==> src/sv/amatinv_queue.sv <==
// amatinv_queue: two-entry queue with push/full and pop/empty sides
// no dependencies; used between front and back and at the result side
module amatinv_queue #(
  parameter int W = 8
) (
  input  logic         clk,
  input  logic         rst_n,
  input  logic         push,
  output logic         full,
  input  logic [W-1:0] din,
  input  logic         pop,
  output logic         empty,
  output logic [W-1:0] dout
);

  logic [W-1:0] mem_r [2];
  logic         wp_r, wp_nxt;
  logic         rp_r, rp_nxt;
  logic [1:0]   cnt_r, cnt_nxt;
  logic         do_push, do_pop;

  assign full    = (cnt_r == 2'd2);
  assign empty   = (cnt_r == 2'd0);
  assign do_push = push && !full;
  assign do_pop  = pop && !empty;
  assign dout    = mem_r[rp_r];

  // pointer and count update
  always_comb begin
    wp_nxt  = do_push ? ~wp_r : wp_r;
    rp_nxt  = do_pop ? ~rp_r : rp_r;
    cnt_nxt = cnt_r + {1'b0, do_push} - {1'b0, do_pop};
  end

  always_ff @(posedge clk) begin
    if (!rst_n) begin
      wp_r  <= 1'b0;
      rp_r  <= 1'b0;
      cnt_r <= 2'd0;
    end else begin
      wp_r  <= wp_nxt;
      rp_r  <= rp_nxt;
      cnt_r <= cnt_nxt;
    end
  end

  // storage
  always_ff @(posedge clk) begin
    if (do_push) begin
      mem_r[wp_r] <= din;
    end
  end

endmodule

==> config.mk <==
export PLATFORM = sky130hd
export DESIGN_NAME = amatinv_queue
export DESIGN_NICKNAME = d
export VERILOG_FILES = /design/src/sv/amatinv_queue.sv
export SDC_FILE = /design/constraint.sdc
export NUM_CORES = 1
export LEC_CHECK = 0
export BUFFER_PORTS_ARGS = -buffer_cell sky130_fd_sc_hd__buf_4
export CAP_MARGIN = 20
export CORE_MARGIN = 3
export CORE_UTILIZATION = 52
export DETAILED_ROUTE_END_ITERATION = 7
export PLACE_DENSITY = 0.81
export SYNTH_ARGS = -nofsm -noshare
export SYNTH_HDL_FRONTEND = slang
export SYNTH_SLANG_ARGS = --single-unit
==> constraint.sdc <==
create_clock -name clk -period 4 [get_ports clk]
set_clock_uncertainty 0.2 [all_clocks]
set_input_delay 0.2 -clock clk [delete_from_list [all_inputs] [get_ports clk]]
set_output_delay 0.2 -clock clk [all_outputs]
set_load 0.01 [all_outputs]
==> results.md, run 1 <==
Logic synthesis:
- edfxtp_1 takes more of the synthesized area than any other cell.
- The commonest cells after synthesis are edfxtp_1 (16), mux2_2 (8), dfxtp_1 (5), nor2_1 (5), inv_1 (3).
- The library cell with the highest instance count after synthesis is edfxtp_1.
- The share of the Yosys chip area taken by registers is 0.7149.
- Counting flops with a built-in enable in the synthesized netlist gives 16.
- The synthesized design contains 21 register bits.
- The gate count after technology mapping is 52.
- The number of nets in the synthesized netlist is 66.
- The count of unique library cells instantiated by Yosys is 17.
- The mean area per synthesized cell is ~16 um^2.
- The share of synthesized area in the top cell type comes to 0.5917.
- For this run, the number of Yosys warnings is 0.
- After synthesis, the share of flip-flops with an asynchronous set or reset is 0.
- By area the synthesized netlist is led by edfxtp_1 (59%), dfxtp_1 (12%), mux2_2 (11%), ha_1 (3.1%), nor2_1 (2.3%).
- The netlist area before placement is ~800 um^2.
- The most used flip-flop cell after synthesis is edfxtp_1.

Timing:
- Adding up every negative setup slack in the final design gives 0 ns.
- Setup repair after global routing left no endpoint under its margin.
- The achievable frequency is approximately 530 MHz.
- The pin slew with the least headroom to its limit is approximately 0.64 ns.
- Across all setup checks in the final design, the least slack found is roughly 2.1 ns.
- The number of failing hold endpoints at the final stage is 0.
- The clock period minus worst slack is 1.874 ns.
- The final-report setup violation count is 0.
- The relative slew slack is 0.5742.
- The count of final max-slew check failures came to 0.
- In the finished design, the share of the clock period the worst path needs comes to 0.4685.

Clock network:
- For this design, the sink count on the clock tree is 21.
- The maximum root-to-sink buffer count is 2.
- The tree is rooted in a clkbuf_4.
- Clock latency on the worst-skew pair, taken at its later pin, is around 0.28 ns.
- After clock tree synthesis, the clock-pin slew on the worst setup and hold paths is about 0.11 ns.
- The TritonCTS clock tree is yes.
- The total clock buffers created by CTS is 3.
- The post-CTS setup repair buffer count is 0.
- CTS built an H-tree with a depth of 1.

Power and ir drop:
- The power density over the cells is 568.2 mW/mm^2.
- The leakage power of the design is around 0.46 nW.
- VDD sags by at most 0.3381 mV.

Die:
- Row generation in the floorplan step produced 13 rows.
- For this configuration, the core starts out at a cell density of 0.5873.
- The core region area is about 0.0014 mm^2.
- The die footprint is between 0.002 and 0.0025 mm^2.
- The horizontal die dimension is around 46 um.
- 22 I/O pins were placed.
- The die is ~46 um tall.

Routing:
- Detailed routing inserted a total of 500 vias.
- The post-detailed-route wirelength per cell is approximately 14 um.
- After detailed routing, the number of vias per cell comes to 5.000.
- The number of routed nets with antenna violations is 0.
- The first-pass iteration count of the detailed router is 4.
- The total DRC errors in the routed layout is 0.
- The post-detailed-routing wire length is around 1400 um.
- After the first detailed-routing iteration, the DRC count stood at 9.

Setup path:
- The classification of the worst setup path is reg2reg.
- The worst setup path is launched from a flip-flop.
- Of all nets on the critical path, the largest fanout is 4.
- The critical path required time is about 4.0 ns.
- For the worst setup path, the data arrival time is about 1.9 ns.
- The category of the worst setup path capture point is a flip-flop.

Global route:
- The first global-routing pass estimated 2346 um of wire.
- Entering global routing, the biggest net connects 13 pins.
- The initial antenna violation count is 0.
- Global routing finished with a remaining overflow of 0.
- In the global route stage, overall resource usage came out at 0.1639.
- The via count of the first global-routing pass is roughly 560.

Final layout:
- The area added between synthesis and finish is 35.59%.
- 0 antenna diodes ended up in the layout.
- In the final layout, the share of cells above drive strength 1 is 0.4118.
- For this run, the post-layout net count is 100.
- The layout has between 80 and 90 filler cells.

Job:
- Max-cap violations in this run came to 0.

Placement:
- Prior to clock tree synthesis, the placed netlist has a worst setup slack of 2.110 ns.
- Detailed placement ended at an HPWL of about 1000 um.
- The number of buffers added on ports is 21.
- At the end of routability-driven placement, the weighted congestion stood at around 0.74.

Outcome:
- The run finished with clean final reports.

Min path:
- The worst hold path belongs to the class in2reg.
[timing repair]
action,in CTS,in global routing
endpoints found under the hold margin,17,0
hold buffers,9,0
resized for setup,0,0
setup endpoints to repair,0,0
[through the flow]
step | total power, mW | instance area, um^2 | std cells | hold WS, ns | utilization
after floorplan | 0.4405 | 812.0 | 52 | 0.09887 | -
after CTS | 0.6318 | 1101 | 100 | 0.06207 | 0.7964
after global placement | 0.5216 | 983.4 | 87 | 0.1850 | 0.7113
after detailed placement | 0.5326 | 983.4 | 87 | 0.1875 | 0.7113
after global routing | 0.6717 | 1101 | 100 | 0.07416 | 0.7964
final | 0.6256 | 1101 | 100 | 0.05409 | 0.7964
[cell usage in the layout (no fill, tap or decap), drive strengths merged]
master and instances:
xnor2 1, nor3 1, xor2 1, dfxtp 5, and3 1, and2 2, nand2 2, ha 2
edfxtp 16, nand2b 2, mux2i 1, o21a 1, buf 21, inv 3, clkbuf 3, dlygate4sd3 9
nor2 5, clkinv 1, mux2 8
[logic make-up (layout without fill, tap and decap cells)]
kind of cell	Yosys count	after routing	synth area share
AOI/OAI and AO/OA	1	1	0.01079
xor gates and xnor gates	2	2	0.02158
adders and majority gates	2	2	0.03081
buffers and inverters	4	37	0.02002
DFF	21	21	0.7150
muxes	9	9	0.1233
and+or+nand+nor	13	13	0.07859
[area by class of cell]
| class | count | area (um^2) | area share |
|---|---|---|---|
| tap | 15 | 18.77 | 0.01705 |
| clock buffer | 3 | 22.52 | 0.02045 |
| multi-input combinational | 27 | 215.2 | 0.1955 |
| clock inverter | 1 | 5.005 | 0.004545 |
| timing repair buffer | 30 | 247.7 | 0.2250 |
| sequential | 21 | 580.6 | 0.5273 |
| inverter | 3 | 11.26 | 0.01023 |
[worst max-delay path, cell delays in order (launching register included)]
cell and delay (ns):
dfxtp_1 0.38, nand2b_1 0.15, nand2_1 0.11, ha_1 0.29, inv_1 0.03, ha_1 0.18, xor2_1 0.15, and2_2 0.19
nor3_1 0.12
[metal layers]
layer  vias to the layer above  track usage  routed length (um)
met1                       235       0.1693                 536
met5                         -            0                   0
met3                         4      0.03557                  67
met4                         0      0.08772                  31
li1                        247            -                   -
met2                        14       0.3008                 771
[sequential cells by signal (all words and copies together), names as in the netlist, named ones only]
register  count
mem_r        16
cnt_r         2
rp_r          1
wp_r          1
[power breakdown]
part / switching, mW / internal [mW] / leakage, nW
Combinational: 0.0937 / 0.122 / 0.256
Clock: 0.0587 / 0.0371 / 0.0177
Sequential: 0.0294 / 0.285 / 0.191
[final timing paths]
check / depth (start not counted) / end / start / slack [ns]
worst max-delay path: 8 / cnt_r[1] / cnt_r[0] / 2.13
worst min-delay path: 3 / wp_r / push / 0.05
worst max register to register: 8 / cnt_r[1] / cnt_r[0] / 2.13
worst min register to register: 2 / wp_r / wp_r / 0.31
Note: power is estimated with default switching activity, not from simulation.
==> run 2, diff against run 1 <==
--- a/config.mk
+++ b/config.mk
@@ -5,12 +5,13 @@
 export SDC_FILE = /design/constraint.sdc
 export NUM_CORES = 1
 export LEC_CHECK = 0
+export ABC_AREA = 1
 export BUFFER_PORTS_ARGS = -buffer_cell sky130_fd_sc_hd__buf_4
 export CAP_MARGIN = 20
 export CORE_MARGIN = 3
-export CORE_UTILIZATION = 52
+export CORE_UTILIZATION = 45
 export DETAILED_ROUTE_END_ITERATION = 7
-export PLACE_DENSITY = 0.81
+export PLACE_DENSITY = 0.74
 export SYNTH_ARGS = -nofsm -noshare
 export SYNTH_HDL_FRONTEND = slang
 export SYNTH_SLANG_ARGS = --single-unit
==> constraint.sdc (replaced) <==
create_clock -name clk -period 1.6 [get_ports clk]
set_clock_uncertainty 0.2 [all_clocks]
set_input_delay 0.08 -clock clk [delete_from_list [all_inputs] [get_ports clk]]
set_output_delay 0.08 -clock clk [all_outputs]
set_load 0.01 [all_outputs]
==> results.md, run 2 <==
Global route:
- The total overflow left after global routing is 0.
- Entering global routing, the biggest net connects 13 pins.
- The global-route total usage across every layer is 0.1400.
- The first global-routing pass estimated 2553 um of wire.
- The via count of the first global-routing pass is roughly 620.
- The initial antenna violation count is 0.

Setup path:
- Along the worst path, the maximum fanout reaches 3.
- The category of the worst setup path capture point is a flip-flop.
- The number of buffers and inverters on the critical path is 2.
- The critical path required time is about 1.6 ns.
- The start point of the critical path is cnt_r[0].
- The highest cell delay on the worst timing path is approximately 0.38 ns.
- The category of cells accounting for the largest share of critical-path delay is simple AND/OR/NAND/NOR gates.
- STA classifies the critical path startpoint as a flip-flop.
- Traced cell by cell, the critical path runs through inv_2 -> nand2_2 -> nand2_2 -> ha_4 -> inv_2 -> ha_4 -> nand2_2 -> nand3_2 -> nand2_2 -> nor2_1.
- The slowest stage of the critical path belongs to the cell dfxtp_4.
- In this run the critical register-to-register path is launched from cnt_r[0].
- The cell repeated most along the worst path is nand2_2.
- STA puts the critical path data arrival time at between 1.5 and 2 ns.
- The classification of the worst setup path is reg2reg.

Final layout:
- The most frequent standard cell in the layout excluding fill and tap cells is buf_4.
- The area added between synthesis and finish is 50.80%.
- Ranked by flip-flop count, first place goes to mem_r.
- The number of inserted diodes is 0.
- The design area is about 0.0013 mm^2.
- The largest registers in the layout are mem_r: 16 flops, cnt_r: 2 flops.
- The register with the most flip-flops in the layout has 16 of them.
- The library cells used most frequently in the layout, excluding fill and tap cells, are buf_4 (27), edfxtp_1 (16), dlygate4sd3_1 (11).
- In the final layout, the share of cells above drive strength 1 is 0.5429.
- The count of nets after finishing is 120.
- Once layout is complete, the utilization of the core stands at 0.7390.

Logic synthesis:
- Yosys mapped a number of flops with a built-in enable equal to 16.
- Counting flops with an async set or reset pin after synthesis yields a share of 0.
- The dominant cell type by area after synthesis is edfxtp_1.
- The count of unique library cells instantiated by Yosys is 11.
- The average instance in the mapped netlist occupies between 10 and 15 um^2.
- The synthesized netlist net count is between 70 and 80.
- The sequential element share of the synthesized area is 0.6715.
- The netlist area before placement is just under 900 um^2.
- Among all cell types in the netlist, the one instantiated most often is edfxtp_1.
- The total of warnings raised by yosys is 0.
- The most used flip-flop cell after synthesis is edfxtp_1.
- The area share of the largest cell type after synthesis is 0.5557.
- The synthesis-stage register bit count is 21.
- Ranked by total cell area, the synthesized netlist is headed by edfxtp_1 (56%), mux2_4 (14%), dfxtp_1 (12%), inv_1 (3.9%), nand2_1 (3.9%).
- The gate count after technology mapping is 63.
- By count the netlist is led by edfxtp_1 (16), inv_1 (9), nand2_1 (9).

Clock network:
- The clock tree root buffer cell is clkbuf_4.
- CTS built an H-tree with a depth of 1.
- The total clock buffers created by CTS is 3.
- The clock insertion delay at the later pin of the skew report is roughly 0.30 ns.
- TritonCTS built the clock tree.
- Counting along the longest clock path gives a buffer depth of 2.
- The number of clock sinks is 21.
- After clock tree synthesis, the clock-pin slew on the worst setup and hold paths is around 0.12 ns.

Timing:
- The relative slew slack is 0.7879.
- Final hold analysis gives a worst-case slack of roughly 0.043 ns.
- The period utilization is 0.9878.
- The number of failing hold endpoints at the final stage is 0.
- The clock period minus worst slack is around 1.6 ns.
- The pin slew with the least headroom to its limit is 0.3178 ns.
- The count of final max-slew check failures is 0.
- In the final timing run, aggregate negative setup slack is 0 ns.
- Setup repair after global routing could not meet its margin everywhere.
- Setup violations remaining at the end of the flow were counted as 0.
- Based on the critical path, the design can be clocked at up to ~630 MHz.

Power and ir drop:
- The clock share of power is 0.133.
- Cell internal power was estimated by the tool at 1.272 mW.
- The share of total power dissipated in combinational logic is 0.452.
- The sequential share of power is 0.415.
- Of the total power, the share spent switching nets is 0.3179.
- The switching component of the power is approximately 0.59 mW.
- The analysis attributes to cell leakage a power of 0.5679 nW.
- IR analysis of the VDD net gives a maximum drop of between 0.9 and 1 mV.
- Power spread over the standard cell area amounts to roughly 1400 mW/mm^2.
- The design draws between 1.5 and 2 mW.

Outcome:
- The run finished with clean final reports.

Routing:
- Once detail routing completed, the nets flagged for antenna violations numbered 0.
- The vias per cell is 4.600.
- The first-pass iteration count of the detailed router is 4.
- After detailed routing, the number of remaining DRC violations is 0.
- The number of vias after detailed routing is ~600.
- In this run, the number of DRC markers left after iteration 0 of detailed routing was 1.
- The post-detailed-route wirelength per cell is roughly 12 um.
- For this block, the routed nets add up to around 1500 um of wire.

Job:
- Across the run, the number of max-cap violations was 0.

Die:
- The number of placement rows is 15.
- The horizontal die dimension is between 40 and 50 um.
- For this configuration, the core starts out at a cell density of 0.4901.
- The floorplan step set the die height to around 50 um.
- In this run the count of I/O pins placed on the die edge is 22.
- The floorplan step defined a core boundary enclosing 0.001764 mm^2.
- The floorplan step defined a die boundary enclosing between 0.002 and 0.0025 mm^2.

Placement:
- During placement, the flow inserted port buffers numbering 21.
- The total half-perimeter wirelength after legalization and detailed placement is between 1000 and 1500 um.
- The standard cell area after detailed placement is between 0.001 and 0.0015 mm^2.
- The congestion estimate from routability-driven global placement came to between 0.7 and 0.8.

Min path:
- The origin of the worst min-delay path is pop.
- The class of the tightest hold or removal check is in2reg.
## run 2: cell types whose count changed in the layout (fill, tap and decap cells not counted), moves of 3 or more
cell,before,now
mux2_4,0,8
inv_1,3,6
inv_2,0,3
dfxtp_1,5,2
mux2_2,8,0
buf_4,21,27
nand2_2,0,4
## run 2: path summary, 6_finish.rpt
| kind | to | slack, ns | depth (start not counted) |
|---|---|---|---|
| worst max-delay path | cnt_r[1] | 0.02 | 10 |
| worst min-delay path | rp_r | 0.04 | 5 |
| worst max register to register | cnt_r[1] | 0.02 | 10 |
| worst min register to register | rp_r | 0.33 | 2 |
## run 2: power groups by stage
stage               Clock [mW]  Sequential, mW  Combinational [mW]
floorplan                    0           0.764               0.413
global placement             0           0.767               0.661
detailed placement           0           0.775               0.680
CTS                      0.258           0.772               0.803
global route             0.274           0.788               0.938
finish                   0.249           0.774               0.843
## run 2: final cells by class
class,count,area (um^2)
Multi-Input combinational cell,32,300.3
Fill cell,144,460.4
Timing Repair Buffer,39,324.1
Sequential cell,21,586.8
Inverter,9,33.78
Clock buffer,3,22.52
Tap cell,25,31.28
Clock inverter,1,5.005
## run 2: tightest hold or removal path, stage by stage
cell and delay, ns:
buf_4 0.08, inv_1 0.06, nor2_4 0.14, nor2_1 0.07, nor2_1 0.09
## run 2: logic make-up after synthesis
group                      synth area share
muxes                                0.1389
adders and majority gates           0.02894
AOI/OAI and AO/OA                   0.01158
and+or+nand+nor                     0.09695
buffers and inverters               0.05209
DFF                                  0.6715
## run 2: through the flow
step,worst slack [ns],cells
finish,0.01955,130
floorplan,0.004075,63
CTS,-0.002098,127
global placement,-0.04397,114
detailed placement,-0.07977,114
global route,-0.03760,130
## run 2: layer usage
metal | global-route usage | vias to the layer above | part of all wire
li1 | - | 295 | -
met1 | 0.1404 | 279 | 0.35
met2 | 0.2687 | 19 | 0.58
met3 | 0.02719 | 5 | 0.046
met4 | 0.06912 | 0 | 0.024
met5 | 0 | - | 0
## run 2: repair_timing
item,4_1_cts,5_1_grt
pin swaps,6,4
hold buffers,8,3
buffers inserted,1,0
endpoints found under the hold margin,21,5
resized for setup,12,6
endpoints found under the setup margin,1,9
==> run 3, diff against run 2 <==
==> config.mk (replaced) <==
export PLATFORM = sky130hd
export DESIGN_NAME = amatinv_queue
export DESIGN_NICKNAME = d
export VERILOG_FILES = /design/src/sv/amatinv_queue.sv
export SDC_FILE = /design/constraint.sdc
export NUM_CORES = 1
export LEC_CHECK = 0
export ABC_AREA = 1
export BUFFER_PORTS_ARGS = -buffer_cell sky130_fd_sc_hd__buf_2
export CAP_MARGIN = 20
export CORE_MARGIN = 3
export CORE_UTILIZATION = 53
export DETAILED_ROUTE_END_ITERATION = 7
export PLACE_DENSITY = 0.82
export SYNTH_ARGS = -nofsm -noshare
export SYNTH_HDL_FRONTEND = slang
export SYNTH_SLANG_ARGS = --single-unit
==> constraint.sdc (replaced) <==
create_clock -name clk -period 1.9 [get_ports clk]
set_clock_uncertainty 0.2 [all_clocks]
set_input_delay 0.095 -clock clk [delete_from_list [all_inputs] [get_ports clk]]
set_output_delay 0.095 -clock clk [all_outputs]
set_load 0.01 [all_outputs]
==> results.md, run 3 (synthesis results as in run 2) <==
Global route:
- For this run, global-route usage on met1 was measured as 0.1527.
- The initial antenna violation count is 0.
- The wire length of the first global-routing pass is between 2000 and 2500 um.
- The via count of the first global-routing pass is around 600.
- The overall overflow remaining after global route is 0.
- For this run, the total global-route usage over all layers was measured as 0.1765.
- For this run, global-route usage on met2 was measured as 0.3159.
- The global routing stage identified its most utilized layer as met2.
- The global-route track usage on met3 is 0.03516.
- Entering global routing, the biggest net connects 12 pins.

Timing:
- For this run, the top clock speed supported by timing is around 580 MHz.
- Setup violations remaining at the end of the flow were counted as 0.
- The total negative setup slack is 0 ns.
- At the pin with the least slew margin, the transition time is 0.4872 ns.
- On the final layout, the worst hold slack is approximately 0.32 ns.
- The relative slew slack is 0.6747.
- Across all setup checks in the final design, the least slack found is 0.1741 ns.
- Dividing the final minimum period by the clock period gives 0.9084.
- The clock period minus worst slack is approximately 1.7 ns.
- Setup repair after global routing left no endpoint under its margin.
- The count of final max-slew check failures is 0.
- The number of failing hold endpoints at the final stage is 0.

Setup path:
- The worst setup path is of the reg2reg kind.
- The critical path startpoint category is a flip-flop.
- The category of the worst setup path capture point is a flip-flop.
- For the worst setup path, the data arrival time is ~1.7 ns.
- The worst-path maximum fanout is 4.
- The start point of the critical path is cnt_r[0].
- The worst flop-to-flop path startpoint is cnt_r[0].
- STA puts the critical path data required time at between 1.5 and 2 ns.
- The worst register-to-register path has a setup slack of roughly 0.17 ns.

Die:
- The core region area is 0.001415 mm^2.
- The die covers 0.002152 mm^2.
- After floorplanning, the core was divided into 13 placement rows.
- The horizontal die dimension is 46.39 um.
- The initial utilization of the core area, before any placement, comes to 0.6110.
- 22 I/O pins were placed.
- The die boundary height is between 40 and 50 um.

Clock network:
- The number of clock sinks is 21.
- The post-CTS setup repair buffer count is 0.
- The H-tree level count is 1.
- Clock-pin slew was measured on the worst setup and hold paths at 0.11 ns.
- The maximum root-to-sink buffer count is 2.
- The total clock buffers created by CTS is 3.
- The clock tree root buffer cell is clkbuf_4.
- The TritonCTS clock tree is yes.
- The clock reaches the later pin of the worst-skew pair after 0.29 ns.

Placement:
- The standard cell area after detailed placement is ~1000 um^2.
- At the end of routability-driven placement, the weighted congestion stood at slightly above 0.8.
- The number of placed instances with taps included is between 90 and 100.
- The worst slack after detailed placement is ~0.17 ns.
- Detailed placement finished with a half-perimeter wire length of 965.8 um.
- The number of buffers added on ports is 21.

Final layout:
- The number of flip-flops in the largest register is 16.
- The largest registers in the layout are mem_r: 16 flops, cnt_r: 2 flops.
- The count of nets after finishing is between 100 and 150.
- The area added between synthesis and finish is 30.10%.
- The register with the highest flop count is mem_r.
- Leaving out fill and tap cells, the most frequent cells in the layout are buf_2 (21), edfxtp_1 (16), dlygate4sd3_1 (11).
- The repair_antennas step left the layout with diodes totalling 0.
- The most frequent standard cell in the layout excluding fill and tap cells is buf_2.
- Excluding fillers, the count of instances in the completed layout stands at between 100 and 150.
- In the final layout, the share of cells above drive strength 1 is 0.3737.
- Summing all non-filler instances in the final layout gives an area of 0.001125 mm^2.
- The sequential standard cell area is roughly 580 um^2.
- The filler cell count in the final layout is 93.
- The footprint of the multi-input gates is roughly 240 um^2.

Job:
- Max-cap violations in this run came to 0.

Power and ir drop:
- The switching portion of total power is 0.3207.
- In this run the static leakage power is approximately 0.51 nW.
- The analysis attributes to net switching a power of roughly 0.43 mW.
- The internal power of the cells totals just over 0.9 mW.
- The clock share of power is 0.155.
- The power density over the cells is 1189 mW/mm^2.
- The sequential share of power is 0.495.
- The worst supply voltage drop on vdd is 0.8343 mV.
- Of the total power, combinational logic draws 0.351.

Routing:
- The total DRC errors in the routed layout is 0.
- The first-pass iteration count of the detailed router is 4.
- Across all layers, the routed design uses about 570 vias.
- Once detail routing completed, the nets flagged for antenna violations numbered 0.
- Summed over all layers, the routed wires come to between 1500 and 2000 um.
- The vias per cell is 5.035.
- Dividing the detail-routed wire length by the instance count gives between 10 and 15 um.
- For this block, the initial DRC count from the detailed router was 11.

Outcome:
- The flow ran to the end, and the final reports show no timing, DRC or antenna violations.

Min path:
- The origin of the worst min-delay path is din[2].
- The class of the tightest hold or removal check is in2reg.
[run 3: cell types whose count changed in the layout (fill, tap and decap cells not counted), moves of 3 or more]
cell,delta
inv_2,-3
nand2_1,+4
inv_1,+3
nand2_2,-3
buf_4,-26
buf_2,+21
[run 3: layout make-up]
type / count / share of cell area
Tap cell: 15 / 0.01669
Inverter: 9 / 0.03003
Multi-Input combinational cell: 32 / 0.2147
Sequential cell: 21 / 0.5172
Clock buffer: 4 / 0.02336
Timing Repair Buffer: 33 / 0.1980
[run 3: worst paths after layout]
check,end,cells past startpoint
hold / removal,mem_r[1][2],2
setup reg to reg,cnt_r[1],10
setup / recovery,cnt_r[1],10
hold reg to reg,rp_r,2
[run 3: critical path, cell delays in order (launching register included)]
cell	delay (ns)
dfxtp_2	0.36
inv_1	0.07
nand2_2	0.10
nand2_1	0.08
ha_1	0.29
inv_1	0.05
ha_1	0.18
inv_1	0.06
nand2_1	0.06
a21oi_1	0.14
nor2_1	0.06
[run 3: power groups by stage]
stage          registers, mW  clock network, mW  logic [mW]
2_1_floorplan          0.632                  0       0.338
3_3_place_gp           0.661                  0       0.424
3_5_place_dp           0.666                  0       0.440
4_1_cts                0.655              0.208       0.459
5_1_grt                0.671              0.236       0.527
6_report               0.661              0.207       0.469
[run 3: timing repair]
action | in CTS | in global routing
hold endpoints to repair | 21 | 0
hold buffers | 11 | 0
resized for setup | 0 | 2
setup endpoints to repair | 0 | 1
[run 3: per-stage QoR]
step | util | power [mW]
4_1_cts | 0.7922 | 1.322
6_report | 0.7949 | 1.337
3_5_place_dp | 0.6958 | 1.107
5_1_grt | 0.7949 | 1.434
3_3_place_gp | 0.6958 | 1.084
2_1_floorplan | - | 0.9696
[run 3: routing by layer]
metal,share of wire,up-vias
met3,0.057,4
met2,0.55,28
met5,0,-
met4,0.023,0
li1,-,282
met1,0.37,260
